`config.mk`:
```
export PLATFORM = sky130hd
export DESIGN_NAME = ptw_queue
export DESIGN_NICKNAME = d
export VERILOG_FILES = /design/src/ptw_pkg.sv /design/src/ptw_queue.sv
export SDC_FILE = /design/constraint.sdc
export NUM_CORES = 1
export LEC_CHECK = 0
export BUFFER_PORTS_ARGS = -buffer_cell sky130_fd_sc_hd__buf_2
export CAP_MARGIN = 20
export CORE_MARGIN = 5
export CORE_UTILIZATION = 35
export CTS_CLUSTER_SIZE = 25
export DETAILED_ROUTE_END_ITERATION = 10
export GPL_TIMING_DRIVEN = 0
export HOLD_SLACK_MARGIN = 0.08
export PLACE_DENSITY_LB_ADDON = 0.12
export SETUP_SLACK_MARGIN = 0.2
export SLEW_MARGIN = 10
export SYNTH_ARGS = -nofsm -noshare
export SYNTH_HDL_FRONTEND = slang
export SYNTH_SLANG_ARGS = --single-unit
```
`constraint.sdc`:
```
create_clock -name clk -period 8.8 [get_ports clk]
set_input_delay 0.44 -clock clk [delete_from_list [all_inputs] [get_ports clk]]
set_output_delay 0.44 -clock clk [all_outputs]
set_load 0.02 [all_outputs]
```
`src/ptw_pkg.sv`:
```
`timescale 1ns / 1ps

package ptw_pkg;

  // descriptor layout
  localparam int DESC_W     = 64;
  localparam int BIT_VALID  = 0;
  localparam int BIT_TABLE  = 1;
  localparam int PAGE_SHIFT = 12;
  localparam int OA_HI      = 47;
  localparam int INDEX_BITS = 9;
  localparam int LEVELS     = 3;

  // address widths
  localparam int VA_W      = 48;
  localparam int WALK_VA_W = PAGE_SHIFT + LEVELS * INDEX_BITS;
  localparam int WORD_IDX_W = 15;
  localparam int CFG_W     = 6;
  localparam logic [CFG_W-1:0] VA_W_MIN   = 6'd25;
  localparam logic [CFG_W-1:0] VA_W_MAX   = 6'd39;
  localparam logic [CFG_W-1:0] VA_W_RESET = 6'd39;

  // register indexes on the config port
  localparam logic REG_ROOT_TABLE_FRAME = 1'b0;
  localparam logic REG_VA_WIDTH         = 1'b1;

  // fault codes
  localparam logic [2:0] FAULT_NONE    = 3'd0;
  localparam logic [2:0] FAULT_RANGE   = 3'd1;
  localparam logic [2:0] FAULT_TABLE   = 3'd2;
  localparam logic [2:0] FAULT_LEAF    = 3'd3;
  localparam logic [2:0] FAULT_OUTSIDE = 3'd4;

  // input operations
  localparam logic OP_WRITE     = 1'b0;
  localparam logic OP_TRANSLATE = 1'b1;

  localparam int QUEUE_DEPTH = 2;

  typedef enum logic [1:0] {
    CMD_WRITE = 2'd0,
    CMD_SKIP  = 2'd1,
    CMD_WALK  = 2'd2,
    CMD_RANGE = 2'd3
  } cmd_t;

  typedef struct packed {
    cmd_t                  cmd;
    logic [WORD_IDX_W-1:0] word_index;
    logic [DESC_W-1:0]     value;
    logic [WALK_VA_W-1:0]  va;
  } item_t;

  typedef struct packed {
    logic full;
    logic empty;
  } qstat_t;

endpackage

```
`src/ptw_queue.sv`:
```
`timescale 1ns / 1ps

module ptw_queue (
  input  logic           clk,
  input  logic           rst,
  input  logic           push,
  input  ptw_pkg::item_t push_item,
  input  logic           pop,
  output ptw_pkg::item_t pop_item,
  output ptw_pkg::qstat_t stat
);
  import ptw_pkg::*;

  localparam int PTR_W = (QUEUE_DEPTH > 1) ? $clog2(QUEUE_DEPTH) : 1;
  localparam int CNT_W = $clog2(QUEUE_DEPTH + 1);

  item_t            ent [QUEUE_DEPTH];
  logic [PTR_W-1:0] wr_ptr;
  logic [PTR_W-1:0] rd_ptr;
  logic [CNT_W-1:0] count;

  function automatic logic [PTR_W-1:0] ptr_inc(input logic [PTR_W-1:0] p);
    if (p == PTR_W'(QUEUE_DEPTH - 1)) begin
      return '0;
    end
    return p + PTR_W'(1);
  endfunction

  assign stat.full  = (count == CNT_W'(QUEUE_DEPTH));
  assign stat.empty = (count == '0);
  assign pop_item   = ent[rd_ptr];

  always_ff @(posedge clk) begin
    if (push) begin
      ent[wr_ptr] <= push_item;
    end
  end

  always_ff @(posedge clk) begin
    if (rst) begin
      wr_ptr <= '0;
      rd_ptr <= '0;
      count  <= '0;
    end else begin
      if (push) begin
        wr_ptr <= ptr_inc(wr_ptr);
      end
      if (pop) begin
        rd_ptr <= ptr_inc(rd_ptr);
      end
      if (push && !pop) begin
        count <= count + CNT_W'(1);
      end else if (pop && !push) begin
        count <= count - CNT_W'(1);
      end
    end
  end

endmodule

```
==> summary.md <==
| Metric | Value |
|---|---|
| Commonest non-fill, non-tap cell in the layout | buf_2 |
| Later-pin clock latency in the skew report | 520 ps |
| Setup crit end | pop_item[80] |
| CP required | 8360 ps |
| Synth Instances | 395 |
| Final setup vio count | 0 |
| CORE AREA | 0.0251 sq mm |
| GRT Resource Usage Total | 12.2% |
| Rows | 58 |
| CTS clk-pin slew, worst paths | 60 ps |
| Crit-path max FO | 10 |
| Startpoint types | flop |
| CTS Root Cell | clkbuf_16 |
| Area growth from synthesis to layout | 35.3% |
| CP max stage cell | dfxtp_1 |
| Antenna Cells | 0 |
| Worst R2R End | ent[0][82] |
| CTS tree | yes |
| Antenna Nets Post-Route | 0 |
| Multi-input gate area | 0.00147 sq mm |
| CP cell instances | buf_6 > buf_6 > mux2_2 > buf_2 |
| Width of the die | 169 um |
| Least-Margin Pin Slew | 537 ps |
| Vias in the first global route | 5127 |
| Leak pwr | 4.52 nW |
| DP HPWL | 12600 um |
| Crit path DAT | 1820 ps |
| Layout Nets | 853 |
| Clk sinks | 245 |
| Max_slew headroom | 64.2% |
| VDD IR max | 148 uV |
| Worst hold path type | input pin to flop |
| Post-synthesis cell type count | 16 |
| Syn_nets | 520 |
| CP most frequent cell | buf_6 |
| Largest net degree at the start of global routing | 51 |
| R2r setup slk | 6990 ps |
| Fraction of layout instances using a drive strength above 1 | 56.3% |
| IO Pins | 246 |
| DRT Pass-1 Iters | 4 |
| Worst r2r src | wr_ptr |
| Vias | 4760 |
| Die Area | 0.0287 sq mm |
| # fillers | 2184 |
| First-pass GRT wire length | 27700 um |
| Non-Filler Instances | 1076 |
| Initial drt markers | 199 |
| PwrDens | 227 mW/mm^2 |
| Clock buffer depth | 3 |
| CP Depth | 4 |
| Clock skew | 19.4 ps |
| Htree depth | 1 |
| Yosys warns | 0 |
| Initial Util | 35.4% |
| Most frequent cells in the layout | buf_2 (247), edfxtp_1 (240), mux2_2 (120) |
| Via density | 4.42 |
| Routed Wire Length | 18200 um |
| Setup TNS | 0 ps |
| Final slew viol count | 0 |
| Synthesized area | 0.00890 sq mm |
| CP Class | flop to output port |
| Crit path max-delay family | buffers and inverters |
| Fin crit share | 25.6% |
| Inst Count DP | 978 |
| Routed WL per cell | 16.9 um |
| Outcome | complete, no violations |
| Port-buffer cells | 245 |
| CTS Buf Count | 26 |
| Worst r2r path cells | 5 |
| GRT overflow | 0 |
| Yosys reg bits | 245 |
| Initial antenna violation count | 4 |
| Critical path buffer and inverter count | 3 |
| Setup repair after global routing missed its margin | no |
| Worst Setup End Kind | output port |
| Final GP Congestion | 0.737 |
| CP max stage delay | 360 ps |
| Die height | 169 um |
| Max-cap viol count | 0 |
| Drc violations | 0 |
| Register area share after synthesis | 82.1% |
| Post-CTS Setup Inserts | 0 |
| Final hold violations | 0 |
| Storage element area | 0.00731 sq mm |
| Synth Area per Inst | 22.5 sq um |
| Max Freq | 443 MHz |
| Min cycle time layout | 2260 ps |
-- power breakdown --
part	internal (mW)	switching (mW)	total, mW
combinational	0.164	0.208	0.372
sequential	1.36	0.0151	1.38
clock	0.575	0.408	0.982
total	2.10	0.630	2.73
-- routing by layer --
metal  wire (um)  GRT usage [%]
met2        8920           20.4
met1        7040           14.7
met5          42              0
met4         426           3.15
met3        1800           5.19
-- how the worst min path moves through the flow --
stage                               from           to  slack, ps  cells after the start
final                     push_item[112]  ent[1][112]        110                      1
after global placement          count[1]     count[1]        490                      2
after CTS                  push_item[62]   ent[1][62]         80                      1
after global routing        push_item[0]    ent[1][0]         80                      1
after floorplan                 count[1]     count[1]        460                      2
after detailed placement        count[1]     count[1]        510                      2
-- per-stage QoR --
| stage | area, sq um | hold slack [ps] | setup slack [ps] | util [%] | total power, mW |
|---|---|---|---|---|---|
| 3_5_place_dp | 10800 | 506 | 6710 | 42.8 | 1.76 |
| 4_1_cts | 12000 | 80.4 | 6470 | 47.9 | 2.78 |
| 6_report | 12000 | 111 | 6540 | 48.0 | 2.73 |
| 2_1_floorplan | 8900 | 461 | 2540 | - | 1.62 |
| 3_3_place_gp | 10500 | 493 | -827 | 42.0 | 1.75 |
| 5_1_grt | 12000 | 83.0 | 6430 | 48.0 | 2.86 |
-- sequential cells by signal, indices dropped and copies added (netlist names), named ones only --
register  flops
count         2
ent         240
rd_ptr        1
wr_ptr        1
-- timing repair --
action / CTS / global route
hold endpoints to repair: 99 / 2
gates resized for setup: 0 / 0
hold buffers: 51 / 1
-- cells by family after synthesis --
group / synth area share (%)
AND/OR/NAND/NOR: 0.520
buffers and inverters: 1.55
multiplexers: 15.2
AO/OA/AOI/OAI: 0.112
XOR/XNOR: 0.394
flip-flops: 82.1
adder cells (fa/ha/maj): 0.141
-- area by class of cell --
cell class | count | area share (%)
clock inverter | 8 | 0.603
sequential | 245 | 60.7
timing repair buffer | 305 | 16.2
inverter | 1 | 0.0312
multi-input combinational | 136 | 12.2
clock buffer | 38 | 5.78
buffer | 13 | 1.11
tap | 330 | 3.43
-- worst register-to-register path, delay by kind of cell, from the launching register on --
| kind | cells | cell delay (ps) |
|---|---|---|
| AND/OR/NAND/NOR | 1 | 400 |
| buffers and inverters | 4 | 740 |
| flip-flops | 1 | 350 |
-- synth_stat cells --
master | n | area, sq um
inv_1 | 1 | 3.75
nor2_1 | 5 | 18.8
ha_1 | 1 | 12.5
xor2_1 | 2 | 17.5
xnor2_1 | 2 | 17.5
and2b_2 | 1 | 8.76
o21ai_0 | 1 | 5.00
nor2b_1 | 1 | 6.26
a21oi_1 | 1 | 5.00
and2_1 | 1 | 6.26
buf_6 | 11 | 124
edfxtp_1 | 240 | 7210
mux2_2 | 120 | 1350
dfxtp_1 | 5 | 100
or3_1 | 1 | 6.26
buf_2 | 2 | 10.0
Power figures use the tool's default switching activity.
