[src/ptw_pkg.sv]
`timescale 1ns / 1ps

package ptw_pkg;

  // descriptor layout
  localparam int DESC_W     = 64;
  localparam int BIT_VALID  = 0;
  localparam int BIT_TABLE  = 1;
  localparam int PAGE_SHIFT = 12;
  localparam int OA_HI      = 47;
  localparam int INDEX_BITS = 9;
  localparam int LEVELS     = 3;

  // address widths
  localparam int VA_W      = 48;
  localparam int WALK_VA_W = PAGE_SHIFT + LEVELS * INDEX_BITS;
  localparam int WORD_IDX_W = 15;
  localparam int CFG_W     = 6;
  localparam logic [CFG_W-1:0] VA_W_MIN   = 6'd25;
  localparam logic [CFG_W-1:0] VA_W_MAX   = 6'd39;
  localparam logic [CFG_W-1:0] VA_W_RESET = 6'd39;

  // register indexes on the config port
  localparam logic REG_ROOT_TABLE_FRAME = 1'b0;
  localparam logic REG_VA_WIDTH         = 1'b1;

  // fault codes
  localparam logic [2:0] FAULT_NONE    = 3'd0;
  localparam logic [2:0] FAULT_RANGE   = 3'd1;
  localparam logic [2:0] FAULT_TABLE   = 3'd2;
  localparam logic [2:0] FAULT_LEAF    = 3'd3;
  localparam logic [2:0] FAULT_OUTSIDE = 3'd4;

  // input operations
  localparam logic OP_WRITE     = 1'b0;
  localparam logic OP_TRANSLATE = 1'b1;

  localparam int QUEUE_DEPTH = 2;

  typedef enum logic [1:0] {
    CMD_WRITE = 2'd0,
    CMD_SKIP  = 2'd1,
    CMD_WALK  = 2'd2,
    CMD_RANGE = 2'd3
  } cmd_t;

  typedef struct packed {
    cmd_t                  cmd;
    logic [WORD_IDX_W-1:0] word_index;
    logic [DESC_W-1:0]     value;
    logic [WALK_VA_W-1:0]  va;
  } item_t;

  typedef struct packed {
    logic full;
    logic empty;
  } qstat_t;

endpackage

[src/ptw_front.sv]
`timescale 1ns / 1ps

module ptw_front #(
  parameter int TABLE_FRAMES = 64
) (
  input  logic                                clk,
  input  logic                                rst,
  // config port
  input  logic                                psel,
  input  logic                                penable,
  input  logic                                pwrite,
  input  logic [2:0]                          paddr,
  input  logic [31:0]                         pwdata,
  output logic [31:0]                         prdata,
  output logic                                pready,
  output logic [ptw_pkg::CFG_W-1:0]           root_table_frame,
  // request channel
  input  logic                                req_valid,
  output logic                                req_stall,
  input  logic                                operation,
  input  logic [ptw_pkg::WORD_IDX_W-1:0]      table_word_index,
  input  logic [ptw_pkg::DESC_W-1:0]          descriptor_value,
  input  logic [ptw_pkg::VA_W-1:0]            virtual_address,
  // queue interface and store-clear status
  input  ptw_pkg::qstat_t                     q_stat,
  input  logic                                clearing,
  output logic                                push,
  output ptw_pkg::item_t                      push_item
);
  import ptw_pkg::*;

  localparam int STORE_WORDS = TABLE_FRAMES * (1 << INDEX_BITS);

  logic [CFG_W-1:0] va_width;
  logic [CFG_W-1:0] va_w_eff;
  logic [VA_W-1:0]  limit_mask;
  logic             va_over;
  logic             cfg_wr;
  logic             word_in_store;

  assign pready = 1'b1;
  assign cfg_wr = psel && penable && pwrite && pready;

  always_ff @(posedge clk) begin
    if (rst) begin
      root_table_frame <= '0;
      va_width         <= VA_W_RESET;
    end else if (cfg_wr) begin
      if (paddr[2] == REG_ROOT_TABLE_FRAME) begin
        root_table_frame <= pwdata[CFG_W-1:0];
      end else begin
        va_width <= pwdata[CFG_W-1:0];
      end
    end
  end

  always_comb begin
    if (paddr[2] == REG_VA_WIDTH) begin
      prdata = {{(32-CFG_W){1'b0}}, va_width};
    end else begin
      prdata = {{(32-CFG_W){1'b0}}, root_table_frame};
    end
  end

  // clamp the width so the three index fields always cover accepted addresses
  always_comb begin
    if (va_width < VA_W_MIN) begin
      va_w_eff = VA_W_MIN;
    end else if (va_width > VA_W_MAX) begin
      va_w_eff = VA_W_MAX;
    end else begin
      va_w_eff = va_width;
    end
    limit_mask = ~((VA_W'(1) << va_w_eff) - VA_W'(1));
    va_over    = |(virtual_address & limit_mask);
  end

  assign word_in_store = (32'(table_word_index) < 32'(STORE_WORDS));

  assign req_stall = q_stat.full || clearing;
  assign push      = req_valid && !req_stall;

  always_comb begin
    push_item.word_index = table_word_index;
    push_item.value      = descriptor_value;
    push_item.va         = virtual_address[WALK_VA_W-1:0];
    if (operation == OP_WRITE) begin
      push_item.cmd = word_in_store ? CMD_WRITE : CMD_SKIP;
    end else begin
      push_item.cmd = va_over ? CMD_RANGE : CMD_WALK;
    end
  end

endmodule

[config.mk]
export PLATFORM = sky130hd
export DESIGN_NAME = ptw_front
export DESIGN_NICKNAME = d
export VERILOG_FILES = /design/src/ptw_pkg.sv /design/src/ptw_front.sv
export SDC_FILE = /design/constraint.sdc
export NUM_CORES = 1
export LEC_CHECK = 0
export BUFFER_PORTS_ARGS = -buffer_cell sky130_fd_sc_hd__buf_2
export CAP_MARGIN = 40
export CELL_PAD_IN_SITES_DETAIL_PLACEMENT = 0
export CELL_PAD_IN_SITES_GLOBAL_PLACEMENT = 1
export CORE_AREA = 2 2 131 133
export DETAILED_ROUTE_END_ITERATION = 7
export DIE_AREA = 0 0 133 135
export HOLD_SLACK_MARGIN = 0.1
export PLACE_DENSITY_LB_ADDON = 0.05
export SLEW_MARGIN = 0
export SYNTH_ARGS = -nofsm -noshare
export SYNTH_HDL_FRONTEND = slang
export SYNTH_SLANG_ARGS = --single-unit
[constraint.sdc]
create_clock -name clk -period 1.7 [get_ports clk]
set_input_delay 0.17 -clock clk [delete_from_list [all_inputs] [get_ports clk]]
set_output_delay 0.17 -clock clk [all_outputs]
set_load 0.02 [all_outputs]
==> impl_metrics.toml <==
[cells_and_area]
drive_above_1_share = 0.5521
multiInputGateArea_sq_um = 780.7
fillCellCount = 1931
post-route-cell-area_sq_um = 2054
fin_nets = 434
register_area_sq_um = 247.7
syn_to_final_growth_pct = 0.4896
fin_util = 0.1252
n_antenna_cell = 0

[worst_setup_path]
worstReg2RegEnd = "va_width[2]"
start_kind = "register"
startpoint = "va_width[4]"
arrival_ns = 1.69
rrSetupSlack_ns = 0.85
path_max_fanout = 4
rr_worst_depth = 2
worstSetupEndpoint = "push_item[118]"
cp-end-kind = "output pin"
r2r-start = "va_width[2]"
path_class = "register to output pin"
required_ns = 1.53

[timing]
period_share = 1.092
setup_violations = 1
clock_skew_ns = 0
maxSlewViolCount = 0
fmax_ghz = 0.5387
setup_slack_ns = -0.1563
period_minus_slack_ns = 1.856
rsz0062_at_grt = "yes"
finalHoldViolCount = 0

[global_route]
grt_pass1_vias = 1483
grt_overflow = 0
grt_pass1_wl_mm = 8.342
grt_antenna_before_repair = 0
grt_max_degree = 15
track_usage = 0.05981

[yosys]
synth_cells = 267
synthTopCellsByArea = "buf_4, dfxtp_1, nor2_1, mux2_2, a21oi_1"
netlist.top_cell.by_area = "buf_4"
syn_area_sq_um = 2044
ys_ff_latch = 12
synth_edf_count = 0
synth_top_area_frac = 0.5361
synth-seq-area-share = 0.1175
synthArstFlopShare = 0
yosysWarnings = 0
avgSynthCellArea_sq_um = 7.657
yosys_most_used_dff = "dfxtp_1"
synth_cell_types = 44
post-synth-top-count-cell = "buf_4"
synthTopCellsByCount = "buf_4, nor2_1, dfxtp_1, a21oi_1, inv_1"

[floorplanning]
dieArea_sq_um = 17960
rows = 47
boundaryPins = 333
core_area_sq_um = 16410
initial_core_util = 0.1246
die_w_microns = 133
die_h_microns = 135

[placement]
placed_cell_area_sq_um = 1877
gp_congestion = 0.6621
io_buffers = 94
pre_cts_ws_ns = -0.1990
hpwl_mm = 4.808

[clock_network]
clock-sinks = 12
cts_tree = "done"
root_buffer = "clkbuf_16"
path_clk_slew_ns = 0.04
cts_hold_buf = 0
numCtsBuffers = 3
clock_path_buffers = 2
h-tree-depth = 1
clock_latency_ns = 0.24

[route]
drcViolationCount = 0
wire_per_inst_microns = 11.68
drt_iter0_drc = 20
drtAntennaViolNets = 0
drt-vias-per-instance = 3.021
num_vias = 1447
drtPass1Iterations = 4
wl_mm = 5.593

[job]
maxCapViolations = 0

[outcome]
violations = "setup timing"
status = "finished, violations left"

[power_and_ir_drop]
p_total_w = 0.001107
powerDensity_nw_per_um2 = 538.9
power.leakage_nw = 0.9894
ir_drop_mv = 0.1991

[worst_hold_path]
hp-class = "input pin to register"
## through the flow
step                std cells  hold slack, ns  setup TNS [ns]
floorplan                 294          0.2644               0
global placement          474          0.3401         -0.1890
detailed placement        474          0.3401         -0.1990
CTS                       479          0.1911         -0.1819
global route              479          0.2086         -0.2525
finish                    479          0.1891         -0.1563
## power by group
group,switching (W),internal [W],total (W)
clock,0.000123,0.000307,0.000429
sequential,0.00000830,0.000291,0.000299
combinational,0.000236,0.000143,0.000379
total,0.000367,0.000740,0.00111
## how the worst min path moves through the flow
stage	startpoint	endpoint	slack (ns)	cells after the start
2_1_floorplan	rst	va_width[0]	0.26	1
3_3_place_gp	table_word_index[5]	push_item[108]	0.34	0
3_5_place_dp	table_word_index[5]	push_item[108]	0.34	0
4_1_cts	pwdata[3]	va_width[3]	0.19	3
5_1_grt	pwdata[3]	va_width[3]	0.21	3
6_report	pwdata[3]	va_width[3]	0.19	3
## worst max-delay path, stage by stage (launching register included)
cell      delay [ns]
dfxtp_2         0.33
or2_4           0.28
nor3b_4         0.22
a21o_2          0.15
o211ai_1        0.11
a41oi_2         0.21
buf_6           0.14
## routing by layer
metal  part of all wire  routed length, microns  GRT usage  vias to the layer above
met4              0.020                     111    0.02270                        0
li1                   -                       -          -                      695
met5                  0                       0          0                        -
met3              0.088                     491    0.01539                       18
met1               0.43                    2389    0.07245                      627
met2               0.47                    2601     0.1019                      107
## final cells by class
class,count,area share
well taps,220,0.1340
repair buffers,115,0.3124
clock buffers,3,0.03654
flip-flops and latches,12,0.1206
inverters,9,0.01644
multi-input cells,120,0.3800
## repair_timing
item                                    4_1_cts  5_1_grt
setup buffers                                 2        0
endpoints found under the setup margin        1        1
pin swaps                                     8        1
resized for setup                            21        1
## sequential cells by signal (all words and copies together), names as in the netlist
name / flops
root_table_frame: 6
va_width: 6
## cells in the final DEF, fill, tap and decap left out, types with 2 or more instances in the layout
cell	netlist	routed
or4_1	3	3
nor2_1	18	18
mux2_2	6	6
nor3_1	2	2
o22ai_1	2	2
mux2i_1	4	4
a2111oi_4	0	2
buf_2	1	93
buf_6	3	3
nand4_1	3	3
nor4_1	4	4
o21ai_0	3	3
a211o_1	3	3
inv_1	9	8
dfxtp_1	12	6
nand2b_1	2	2
o211a_1	2	2
a21oi_1	11	10
conb_1	2	29
dfxtp_2	0	6
clkbuf_16	0	3
nand2_1	5	5
buf_4	146	19
## cells by family after synthesis
family	after synthesis	share of synthesized area
AO/OA/AOI/OAI	34	0.1187
multiplexers	10	0.05263
adder cells (fa/ha/maj)	1	0.006119
AND/OR/NAND/NOR	45	0.1144
XOR/XNOR	1	0.004285
flip-flops	12	0.1175
other	2	0.003673
buffers and inverters	162	0.5826
(Power assumes the default switching activity.)
